### src/rtl/rle8_pkg.sv
// Shared types and constants for the BMP RLE8 stream decoder.
// Used by every module under rtl; depends on nothing.
`default_nettype none

package rle8_pkg;

    // Configuration register indexes
    localparam logic [1:0] CFG_LINE_STRIDE  = 2'd0;
    localparam logic [1:0] CFG_LINE_COUNT   = 2'd1;
    localparam logic [1:0] CFG_STREAM_LIMIT = 2'd2;

    localparam int CFG_INDEX_BITS = 2;
    localparam int CFG_DATA_BITS  = 28;
    localparam int STRIDE_BITS    = 14;
    localparam int COUNT_BITS     = 14;
    localparam int LIMIT_BITS     = 28;

    localparam logic [STRIDE_BITS-1:0] STRIDE_RESET = 14'd4;
    localparam logic [COUNT_BITS-1:0]  COUNT_RESET  = 14'd1;
    localparam logic [LIMIT_BITS-1:0]  LIMIT_RESET  = 28'd1;

    // Consumed byte counter saturates here
    localparam logic [LIMIT_BITS-1:0] CONSUMED_MAX = 28'hFFF_FFFF;

    // Parser phases
    localparam logic [2:0] PH_CMD      = 3'd0;
    localparam logic [2:0] PH_COLOR    = 3'd1;
    localparam logic [2:0] PH_ESC      = 3'd2;
    localparam logic [2:0] PH_DX       = 3'd3;
    localparam logic [2:0] PH_DY       = 3'd4;
    localparam logic [2:0] PH_LIT_EVEN = 3'd5;
    localparam logic [2:0] PH_LIT_ODD  = 3'd6;
    localparam logic [2:0] PH_PAD      = 3'd7;

    // Stream codes
    localparam logic [7:0] RLE_ESCAPE = 8'd0;
    localparam logic [7:0] ESC_EOL    = 8'd0;
    localparam logic [7:0] ESC_EOB    = 8'd1;
    localparam logic [7:0] ESC_DELTA  = 8'd2;

    typedef struct packed {
        logic [7:0] run_length;
        logic [7:0] pixel_value;
        logic       image_done;
    } cmd_t;

endpackage

`default_nettype wire

### src/rtl/rle8_cfg.sv
// Configuration registers and the derived buffer end address.
// Depends on rle8_pkg.
`default_nettype none

module rle8_cfg
    import rle8_pkg::*;
#(
    parameter int ADDRESS_BITS = 28
) (
    input  wire logic                      clk,
    input  wire logic                      rst_n,
    input  wire logic                      cfg_valid,
    output logic                           cfg_ready,
    input  wire logic [CFG_INDEX_BITS-1:0] cfg_index,
    input  wire logic [CFG_DATA_BITS-1:0]  cfg_data,
    output logic [STRIDE_BITS-1:0]         line_stride,
    output logic [LIMIT_BITS-1:0]          stream_limit,
    output logic [ADDRESS_BITS-1:0]        buffer_end
);

    localparam int PW = (ADDRESS_BITS > 28) ? ADDRESS_BITS : 28;
    localparam logic [PW-1:0] CAP = PW'((64'd1 << ADDRESS_BITS) - 64'd1);

    logic [STRIDE_BITS-1:0]  stride_reg, stride_next;
    logic [COUNT_BITS-1:0]   count_reg, count_next;
    logic [LIMIT_BITS-1:0]   limit_reg, limit_next;
    logic [ADDRESS_BITS-1:0] end_reg, end_next;
    logic [27:0]             size;
    logic [PW-1:0]           size_ext;
    logic                    wr;

    assign cfg_ready = 1'b1;
    assign wr        = cfg_valid && cfg_ready;

    always_comb
    begin
        stride_next = stride_reg;
        count_next  = count_reg;
        limit_next  = limit_reg;
        if (wr)
        begin
            case (cfg_index)
                CFG_LINE_STRIDE:  stride_next = cfg_data[STRIDE_BITS-1:0];
                CFG_LINE_COUNT:   count_next  = cfg_data[COUNT_BITS-1:0];
                CFG_STREAM_LIMIT: limit_next  = cfg_data[LIMIT_BITS-1:0];
                default:          ;
            endcase
        end
    end

    // Buffer end follows the register values of the next cycle
    assign size     = stride_next * count_next;
    assign size_ext = PW'(size);
    assign end_next = (size_ext < CAP) ? size_ext[ADDRESS_BITS-1:0] : CAP[ADDRESS_BITS-1:0];

    always_ff @(posedge clk or negedge rst_n)
    begin
        if (!rst_n)
        begin
            stride_reg <= STRIDE_RESET;
            count_reg  <= COUNT_RESET;
            limit_reg  <= LIMIT_RESET;
            end_reg    <= ADDRESS_BITS'(STRIDE_RESET * COUNT_RESET);
        end
        else
        begin
            stride_reg <= stride_next;
            count_reg  <= count_next;
            limit_reg  <= limit_next;
            end_reg    <= end_next;
        end
    end

    assign line_stride  = stride_reg;
    assign stream_limit = limit_reg;
    assign buffer_end   = end_reg;

endmodule

`default_nettype wire

### src/rtl/rle8_core.sv
// RLE8 parser: decode state and the per-byte command logic.
// Depends on rle8_pkg; fed by rle8_cfg, drains into rle8_outreg.
`default_nettype none

module rle8_core
    import rle8_pkg::*;
#(
    parameter int ADDRESS_BITS = 28
) (
    input  wire logic                    clk,
    input  wire logic                    rst_n,
    input  wire logic                    accept,
    input  wire logic [7:0]              data_byte,
    input  wire logic                    first_of_image,
    input  wire logic [STRIDE_BITS-1:0]  line_stride,
    input  wire logic [LIMIT_BITS-1:0]   stream_limit,
    input  wire logic [ADDRESS_BITS-1:0] buffer_end,
    output logic                         res_have,
    output logic [ADDRESS_BITS-1:0]      res_addr,
    output cmd_t                         res_cmd
);

    localparam int SW = ((ADDRESS_BITS > 22) ? ADDRESS_BITS : 22) + 2;

    logic [2:0]              phase_reg, phase_next, eff_phase;
    logic [7:0]              cnt_reg, cnt_next, eff_cnt;
    logic [7:0]              dx_reg, dx_next, eff_dx;
    logic [ADDRESS_BITS-1:0] wp_reg, wp_next, eff_wp;
    logic [ADDRESS_BITS-1:0] ls_reg, ls_next, eff_ls;
    logic [LIMIT_BITS-1:0]   bc_reg, bc_next, eff_bc;
    logic                    fin_reg, fin_next, eff_fin;

    logic [ADDRESS_BITS-1:0] room;
    logic                    has_room;
    logic [7:0]              run_len;
    logic [21:0]             dy_prod;
    logic [SW-1:0]           dy_sum, eol_sum;
    logic [ADDRESS_BITS-1:0] dy_wp, eol_ls;
    logic [7:0]              cnt_dec;
    logic                    done_now;

    // First byte of an image restarts from the cleared state
    assign eff_phase = first_of_image ? PH_CMD : phase_reg;
    assign eff_cnt   = first_of_image ? 8'd0 : cnt_reg;
    assign eff_dx    = first_of_image ? 8'd0 : dx_reg;
    assign eff_wp    = first_of_image ? '0 : wp_reg;
    assign eff_ls    = first_of_image ? '0 : ls_reg;
    assign eff_bc    = first_of_image ? '0 : bc_reg;
    assign eff_fin   = first_of_image ? 1'b0 : fin_reg;

    // Run clipped to the room left before the buffer end
    assign has_room = buffer_end > eff_wp;
    assign room     = buffer_end - eff_wp;
    assign run_len  = !has_room ? 8'd0
                    : (room < ADDRESS_BITS'(eff_cnt)) ? room[7:0] : eff_cnt;

    assign dy_prod = data_byte * line_stride;
    assign dy_sum  = SW'(eff_wp) + SW'(eff_dx) + SW'(dy_prod);
    assign dy_wp   = (dy_sum < SW'(buffer_end)) ? dy_sum[ADDRESS_BITS-1:0] : buffer_end;
    assign eol_sum = SW'(eff_ls) + SW'(line_stride);
    assign eol_ls  = (eol_sum < SW'(buffer_end)) ? eol_sum[ADDRESS_BITS-1:0] : buffer_end;
    assign cnt_dec = (eff_cnt != 8'd0) ? eff_cnt - 8'd1 : 8'd0;

    always_comb
    begin
        phase_next = eff_phase;
        cnt_next   = eff_cnt;
        dx_next    = eff_dx;
        wp_next    = eff_wp;
        ls_next    = eff_ls;
        bc_next    = eff_bc;
        fin_next   = eff_fin;
        res_have   = 1'b0;
        res_addr   = eff_wp;
        res_cmd    = '0;
        done_now   = 1'b0;

        if (!eff_fin)
        begin
            if (eff_phase == PH_CMD && (eff_wp >= buffer_end || eff_bc >= stream_limit))
            begin
                // Leave the byte unconsumed and report the end
                fin_next           = 1'b1;
                res_have           = 1'b1;
                res_cmd.image_done = 1'b1;
            end
            else
            begin
                bc_next = (eff_bc != CONSUMED_MAX) ? eff_bc + 1'b1 : eff_bc;
                case (eff_phase)
                    PH_CMD:
                    begin
                        if (data_byte == RLE_ESCAPE)
                        begin
                            phase_next = PH_ESC;
                        end
                        else
                        begin
                            cnt_next   = data_byte;
                            phase_next = PH_COLOR;
                        end
                    end
                    PH_COLOR:
                    begin
                        if (run_len != 8'd0)
                        begin
                            res_have            = 1'b1;
                            res_cmd.run_length  = run_len;
                            res_cmd.pixel_value = data_byte;
                        end
                        // Saturate at the buffer end when no room is left
                        wp_next    = has_room ? eff_wp + ADDRESS_BITS'(run_len) : buffer_end;
                        phase_next = PH_CMD;
                    end
                    PH_ESC:
                    begin
                        case (data_byte)
                            ESC_EOL:
                            begin
                                ls_next    = eol_ls;
                                wp_next    = eol_ls;
                                phase_next = PH_CMD;
                            end
                            ESC_EOB:
                            begin
                                done_now   = 1'b1;
                                phase_next = PH_CMD;
                            end
                            ESC_DELTA:
                            begin
                                phase_next = PH_DX;
                            end
                            default:
                            begin
                                cnt_next   = data_byte;
                                phase_next = data_byte[0] ? PH_LIT_ODD : PH_LIT_EVEN;
                            end
                        endcase
                    end
                    PH_DX:
                    begin
                        dx_next    = data_byte;
                        phase_next = PH_DY;
                    end
                    PH_DY:
                    begin
                        wp_next    = dy_wp;
                        phase_next = PH_CMD;
                    end
                    PH_LIT_EVEN, PH_LIT_ODD:
                    begin
                        // Drop literals that fall past the buffer end
                        if (has_room)
                        begin
                            res_have            = 1'b1;
                            res_cmd.run_length  = 8'd1;
                            res_cmd.pixel_value = data_byte;
                            wp_next             = eff_wp + 1'b1;
                        end
                        cnt_next = cnt_dec;
                        if (cnt_dec == 8'd0)
                        begin
                            phase_next = (eff_phase == PH_LIT_ODD) ? PH_PAD : PH_CMD;
                        end
                    end
                    default:
                    begin
                        phase_next = PH_CMD;
                    end
                endcase

                if (bc_next >= stream_limit)
                begin
                    done_now = 1'b1;
                end
                if (phase_next == PH_CMD && wp_next >= buffer_end)
                begin
                    done_now = 1'b1;
                end

                if (done_now)
                begin
                    fin_next = 1'b1;
                    if (res_have)
                    begin
                        res_cmd.image_done = 1'b1;
                    end
                    else
                    begin
                        res_have           = 1'b1;
                        res_addr           = wp_next;
                        res_cmd            = '0;
                        res_cmd.image_done = 1'b1;
                    end
                end
            end
        end
    end

    always_ff @(posedge clk or negedge rst_n)
    begin
        if (!rst_n)
        begin
            phase_reg <= PH_CMD;
            cnt_reg   <= '0;
            dx_reg    <= '0;
            wp_reg    <= '0;
            ls_reg    <= '0;
            bc_reg    <= '0;
            fin_reg   <= 1'b0;
        end
        else if (accept)
        begin
            phase_reg <= phase_next;
            cnt_reg   <= cnt_next;
            dx_reg    <= dx_next;
            wp_reg    <= wp_next;
            ls_reg    <= ls_next;
            bc_reg    <= bc_next;
            fin_reg   <= fin_next;
        end
    end

    // A finished image stays silent until the next first byte
    a_silent_when_finished: assert property (@(posedge clk) disable iff (!rst_n)
        accept && fin_reg && !first_of_image |-> !res_have)
        else $error("result produced after image finished");

    // Only the done marker carries a zero length
    a_nonzero_run: assert property (@(posedge clk) disable iff (!rst_n)
        accept && res_have && !res_cmd.image_done |-> res_cmd.run_length != 8'd0)
        else $error("empty run command");

    // The end report always leaves the parser finished
    a_done_sets_finished: assert property (@(posedge clk) disable iff (!rst_n)
        accept && res_have && res_cmd.image_done |=> fin_reg)
        else $error("image_done without finished state");

    // Bytes are never consumed once finished
    a_count_frozen: assert property (@(posedge clk) disable iff (!rst_n)
        accept && fin_reg && !first_of_image |=> $stable(bc_reg))
        else $error("byte consumed after finish");

endmodule

`default_nettype wire

### src/rtl/rle8_outreg.sv
// Output register for write commands; parts the stream input from the
// command receiver. Depends on rle8_pkg.
`default_nettype none

module rle8_outreg
    import rle8_pkg::*;
#(
    parameter int ADDRESS_BITS = 28
) (
    input  wire logic                    clk,
    input  wire logic                    rst_n,
    input  wire logic                    load,
    input  wire logic [ADDRESS_BITS-1:0] load_addr,
    input  wire cmd_t                    load_cmd,
    output logic                         space,
    output logic                         out_valid,
    input  wire logic                    out_ready,
    output logic [ADDRESS_BITS-1:0]      out_addr,
    output cmd_t                         out_cmd
);

    logic                    valid_reg, valid_next;
    logic [ADDRESS_BITS-1:0] addr_reg;
    cmd_t                    cmd_reg;

    // A slot is free when empty or drained in this cycle
    assign space = !valid_reg || out_ready;

    always_comb
    begin
        valid_next = valid_reg;
        if (load)
        begin
            valid_next = 1'b1;
        end
        else if (out_ready)
        begin
            valid_next = 1'b0;
        end
    end

    always_ff @(posedge clk or negedge rst_n)
    begin
        if (!rst_n)
        begin
            valid_reg <= 1'b0;
        end
        else
        begin
            valid_reg <= valid_next;
        end
    end

    always_ff @(posedge clk)
    begin
        if (load)
        begin
            addr_reg <= load_addr;
            cmd_reg  <= load_cmd;
        end
    end

    assign out_valid = valid_reg;
    assign out_addr  = addr_reg;
    assign out_cmd   = cmd_reg;

endmodule

`default_nettype wire

### src/rtl/bmp_rle8_decoder.sv
// BMP RLE8 decoder top level: configuration registers, parser and output
// register. Depends on rle8_pkg, rle8_cfg, rle8_core and rle8_outreg.
//
// Usage:
//   s_* carries one compressed byte per transaction; s_tuser = 1 marks the
//   first byte of an image and restarts the decoding state there.
//   m_* carries write commands: address, run length and palette index.
//   m_tlast marks the command that ends the image (a run, or a done marker
//   with run length 0 at the current write address).
//   cfg_* writes line_stride (0), line_count (1) and stream_limit (2) while
//   the decoder is idle; cfg_ready is always high, other indexes are ignored.
// Timing:
//   One byte per cycle while s_tready is high. A command appears on m_* in
//   the cycle after its byte; bytes that only advance the parser give nothing.
//   Throughput is set by the single output register: s_tready is low only
//   while that register holds a command and m_tready is low.
// Reset:
//   rst_n clears the parser to expect a count or escape at address zero and
//   loads the register defaults (stride 4, one line, limit of one byte).
`default_nettype none

module bmp_rle8_decoder
    import rle8_pkg::*;
#(
    parameter int ADDRESS_BITS = 28
) (
    input  wire logic                      clk,
    input  wire logic                      rst_n,
    input  wire logic                      s_tvalid,
    output logic                           s_tready,
    input  wire logic [7:0]                s_tdata,   // [7:0] data_byte
    input  wire logic                      s_tuser,   // [0] first_of_image
    output logic                           m_tvalid,
    input  wire logic                      m_tready,
    // dest_address, run_length, pixel_value from the lowest bit, zero fill
    output logic [((ADDRESS_BITS+16+7)/8)*8-1:0] m_tdata,
    output logic                           m_tlast,   // image_done
    input  wire logic                      cfg_valid,
    output logic                           cfg_ready,
    input  wire logic [CFG_INDEX_BITS-1:0] cfg_index,
    input  wire logic [CFG_DATA_BITS-1:0]  cfg_data
);

    localparam int OW = ((ADDRESS_BITS + 16 + 7) / 8) * 8;

    logic [STRIDE_BITS-1:0]  line_stride;
    logic [LIMIT_BITS-1:0]   stream_limit;
    logic [ADDRESS_BITS-1:0] buffer_end;
    logic                    accept;
    logic                    res_have;
    logic [ADDRESS_BITS-1:0] res_addr;
    cmd_t                    res_cmd;
    logic [ADDRESS_BITS-1:0] out_addr;
    cmd_t                    out_cmd;
    logic                    space;

    rle8_cfg #(
        .ADDRESS_BITS (ADDRESS_BITS)
    ) u_cfg (
        .clk          (clk),
        .rst_n        (rst_n),
        .cfg_valid    (cfg_valid),
        .cfg_ready    (cfg_ready),
        .cfg_index    (cfg_index),
        .cfg_data     (cfg_data),
        .line_stride  (line_stride),
        .stream_limit (stream_limit),
        .buffer_end   (buffer_end)
    );

    assign s_tready = space;
    assign accept   = s_tvalid && s_tready;

    rle8_core #(
        .ADDRESS_BITS (ADDRESS_BITS)
    ) u_core (
        .clk            (clk),
        .rst_n          (rst_n),
        .accept         (accept),
        .data_byte      (s_tdata),
        .first_of_image (s_tuser),
        .line_stride    (line_stride),
        .stream_limit   (stream_limit),
        .buffer_end     (buffer_end),
        .res_have       (res_have),
        .res_addr       (res_addr),
        .res_cmd        (res_cmd)
    );

    rle8_outreg #(
        .ADDRESS_BITS (ADDRESS_BITS)
    ) u_outreg (
        .clk       (clk),
        .rst_n     (rst_n),
        .load      (accept && res_have),
        .load_addr (res_addr),
        .load_cmd  (res_cmd),
        .space     (space),
        .out_valid (m_tvalid),
        .out_ready (m_tready),
        .out_addr  (out_addr),
        .out_cmd   (out_cmd)
    );

    assign m_tdata = OW'({out_cmd.pixel_value, out_cmd.run_length, out_addr});
    assign m_tlast = out_cmd.image_done;

endmodule

`default_nettype wire

### config.mk
export PLATFORM = sky130hd
export DESIGN_NAME = bmp_rle8_decoder
export DESIGN_NICKNAME = d
export VERILOG_FILES = /design/src/rtl/rle8_pkg.sv /design/src/rtl/rle8_cfg.sv /design/src/rtl/rle8_core.sv /design/src/rtl/rle8_outreg.sv /design/src/rtl/bmp_rle8_decoder.sv
export SDC_FILE = /design/constraint.sdc
export NUM_CORES = 2
export LEC_CHECK = 0
export BUFFER_PORTS_ARGS = -buffer_cell sky130_fd_sc_hd__buf_2
export CAP_MARGIN = 30
export CELL_PAD_IN_SITES_DETAIL_PLACEMENT = 0
export CELL_PAD_IN_SITES_GLOBAL_PLACEMENT = 1
export CORE_ASPECT_RATIO = 0.6
export CORE_MARGIN = 3
export CORE_UTILIZATION = 46
export CTS_CLUSTER_SIZE = 10
export DETAILED_ROUTE_END_ITERATION = 7
export GPL_TIMING_DRIVEN = 0
export PLACE_DENSITY_LB_ADDON = 0.1
export SYNTH_ARGS = -nofsm -noshare
export SYNTH_HDL_FRONTEND = slang
export SYNTH_HIERARCHICAL = 1
export SYNTH_SLANG_ARGS = --single-unit
export TNS_END_PERCENT = 100
### constraint.sdc
create_clock -name clk -period 10.95 [get_ports clk]
set_input_delay 2.19 -clock clk [delete_from_list [all_inputs] [get_ports clk]]
set_output_delay 2.19 -clock clk [all_outputs]
set_load 0.005 [all_outputs]
==> out/qor.tcl <==
set qor(status) {finished, violations left}
set qor(failed_checks) {negative setup slack}
set qor(clock_sink_count) 234
set qor(utilization) 0.5434
set qor(tritoncts.num_buffers) 30
set qor(top_library_cells_by_usage_in_the_layout_fill_and_taps_aside) {sky130_fd_sc_hd__inv_1, sky130_fd_sc_hd__ha_1, sky130_fd_sc_hd__nand2_1, sky130_fd_sc_hd__nor2_1, sky130_fd_sc_hd__fa_1}
set qor(skew_ns) 0.02994
set qor(gr-usage-met3) 0.1164
set qor(worst_slack_ns) -2.219
set qor(tritoncts) {yes}
set qor(drt.antenna.violating_nets) 0
set qor(grt_start_max_net_pins) 106
set qor(synth_seq_cells) 234
set qor(antenna_found_initial) 0
set qor(ios) 96
set qor(timing.critical_path.arrival_ns) 13.62
set qor(global_route.peak_usage_layer) {met1}
set qor(clk-insertion-delay-late_ns) 0.63
set qor(detailed_place.area_um2) 32770
set qor(max_slew_margin) 0.2966
set qor(synth_area_um2) 30790
set qor(min-delay-path-class) {reg -> reg}
set qor(cts_root_buf) {sky130_fd_sc_hd__clkbuf_16}
set qor(final_min_period_over_clock_period) 1.203
set qor(setup_viol_count_final) 76
set qor(cts-hold-fix-buffers) 0
set qor(die_h_um) 206.4
set qor(globalRouteMet2Util) 0.4339
set qor(setup-tns-final_ns) -161.69
set qor(dpl.hpwl_um) 96020
set qor(floorplan.die.width_um) 340.0
set qor(cts.htree.levels) 1
set qor(final_layout_size_suffix_gt1_frac) 0.1385
set qor(grt_first_pass_wirelength_um) 176800
set qor(ys_async_sr_fraction) 0.8077
set qor(drt_first_iter_violations) 3148
set qor(die_area_um2) 70170
set qor(worst-slew-pin-transition_ns) 1.026
set qor(port_buffers) 90
set qor(maxCapViolations) 0
set qor(final_hold_slack_ns) 0.4824
set qor(drt_pass1_iterations) 6
set qor(critical_path_required_ns) 11.40
set qor(cell_type_of_the_slowest_stage_on_the_worst_timing_path) {sky130_fd_sc_hd__or4_4}
set qor(synth.yosys.seq_area_share) 0.1977
set qor(number_of_synthesized_flops_with_an_enable_pin) 45
set qor(critPathLaunchType) {input port}
set qor(yosysUniqueCellTypes) 120
set qor(globalRoute.totalOverflow) 0
set qor(rsz0062_at_grt) {true}
set qor(route.detailed.wl_per_inst_um) 25.62
set qor(fin_nets) 4389
set qor(crit_path_max_incr_delay_ns) 0.57
set qor(post_synth.cell_area_avg_um2) 8.744
set qor(yosysWarnings) 6
set qor(cp-end-kind) {flip-flop}
set qor(layout.cell_area.non_filler_um2) 35490
set qor(finalWeightedCongestion) 0.9778
set qor(core_um2) 65310
set qor(final_common_cell) {sky130_fd_sc_hd__inv_1}
set qor(synth_cells) 3521
set qor(synth_ff_type) {sky130_fd_sc_hd__dfrtp_1}
set qor(core.rowCount) 72
set qor(critical_path.max_fanout) 7
set qor(maxClockFrequency_mhz) 75.93
set qor(groute.layer.met1.usage) 0.5309
set qor(timing_max_transition_violations_final) 0
set qor(detailroute.via_count) 28400
set qor(gr-usage-all-layers) 0.3357
set qor(grt_pass1_vias) 26880
set qor(cts.clk_slew.worst_paths_ns) 0.07
set qor(via_per_inst) 6.098
set qor(critPathKind) {in -> reg}
set qor(drc_errors) 0
set qor(period_minus_slack_ns) 13.17
set qor(number_of_buffers_between_clock_root_and_the_deepest_sink) 3
set qor(initial_core_util) 0.4714
set qor(final_hold_viol_count) 0
set qor(area_growth_pct) 15.27
set qor(final_wl_um) 119300
==> Yosys cell counts, drive strengths merged, types with 35 or more instances <==
library cell,n,area share
o22ai,45,0.013
buf,53,0.012
o21ai,170,0.028
nor2,277,0.034
mux2,40,0.015
mux2i,71,0.024
nor2b,72,0.015
inv,406,0.049
a211oi,42,0.011
xnor2,102,0.029
nand3,59,0.0096
clkbuf,79,0.012
dfrtp,185,0.15
nand2,341,0.042
a21o,74,0.018
a22o,57,0.016
ha,360,0.15
a21oi,195,0.032
xor2,35,0.010
fa,241,0.16
edfxtp,45,0.044
nand4,55,0.011
nor3,70,0.012
and2,100,0.020
==> what timing repair did <==
item / CTS / global route
cloned: 9 / 1
pin swaps: 55 / 47
gates resized for setup: 137 / 59
buffers inserted: 54 / 14
setup endpoints to repair: 104 / 77
hold endpoints to repair: 0 / 0
==> critical path, delay by kind of cell <==
family / cells / cell delay [ns]
AOI/OAI and AO/OA: 13 / 2.91
xor gates and xnor gates: 1 / 0.16
adders and majority gates: 8 / 3.35
buffers and inverters: 18 / 2.15
muxes: 1 / 0.20
and+or+nand+nor: 11 / 2.61
==> cells by family after synthesis <==
kind of cell	count (synthesis)	synth area share
fa+ha+maj	601	0.3030
buf+inv	544	0.07352
other cells	2	0.0002439
xor+xnor	137	0.03897
mux	111	0.03836
simple gates	1104	0.1736
compound gates	788	0.1747
flops	234	0.1977
==> path summary, 6_finish.rpt <==
check	from	to	slack, ns	depth (start not counted)
setup reg to reg	u_cfg/line_stride[1]	u_outreg/out_addr[20]	-0.60	44
setup / recovery	s_tuser	u_outreg/out_addr[20]	-2.22	52
min in group asynchronous	rst_n	u_core/cnt_reg[3]	1.56	1
hold / removal	u_core/wp_reg[27]	u_core/wp_reg[27]	0.48	2
hold reg to reg	u_core/wp_reg[27]	u_core/wp_reg[27]	0.48	2
max in group asynchronous	rst_n	u_core/ls_reg[25]	8.25	2
==> final cells by class <==
class                      instances  area (µm²)
sequential                       234        6086
timing repair buffer             184        1461
multi-input combinational       2752       23340
fill                            6112       29820
antenna                            1       2.502
buffer                           130       962.2
clock buffer                      49       852.1
tap                              888        1111
clock inverter                     7       113.9
inverter                         412        1559
==> per-stage QoR <==
step | worst slack (ns) | std cells
after CTS | -1.991 | 4639
after global placement | -6.909 | 4502
after detailed placement | -6.675 | 4522
final | -2.219 | 4657
after global routing | -2.364 | 4656
after floorplan | -0.8408 | 3524
==> layer usage <==
metal | share of wire | vias up
li1 | - | 12680
met1 | 0.48 | 14120
met2 | 0.37 | 1483
met3 | 0.13 | 119
met4 | 0.014 | 2
met5 | 0.00077 | -
Power is not shown: default switching activity piles up to over one toggle a cycle in this logic, so the estimate is an artifact.
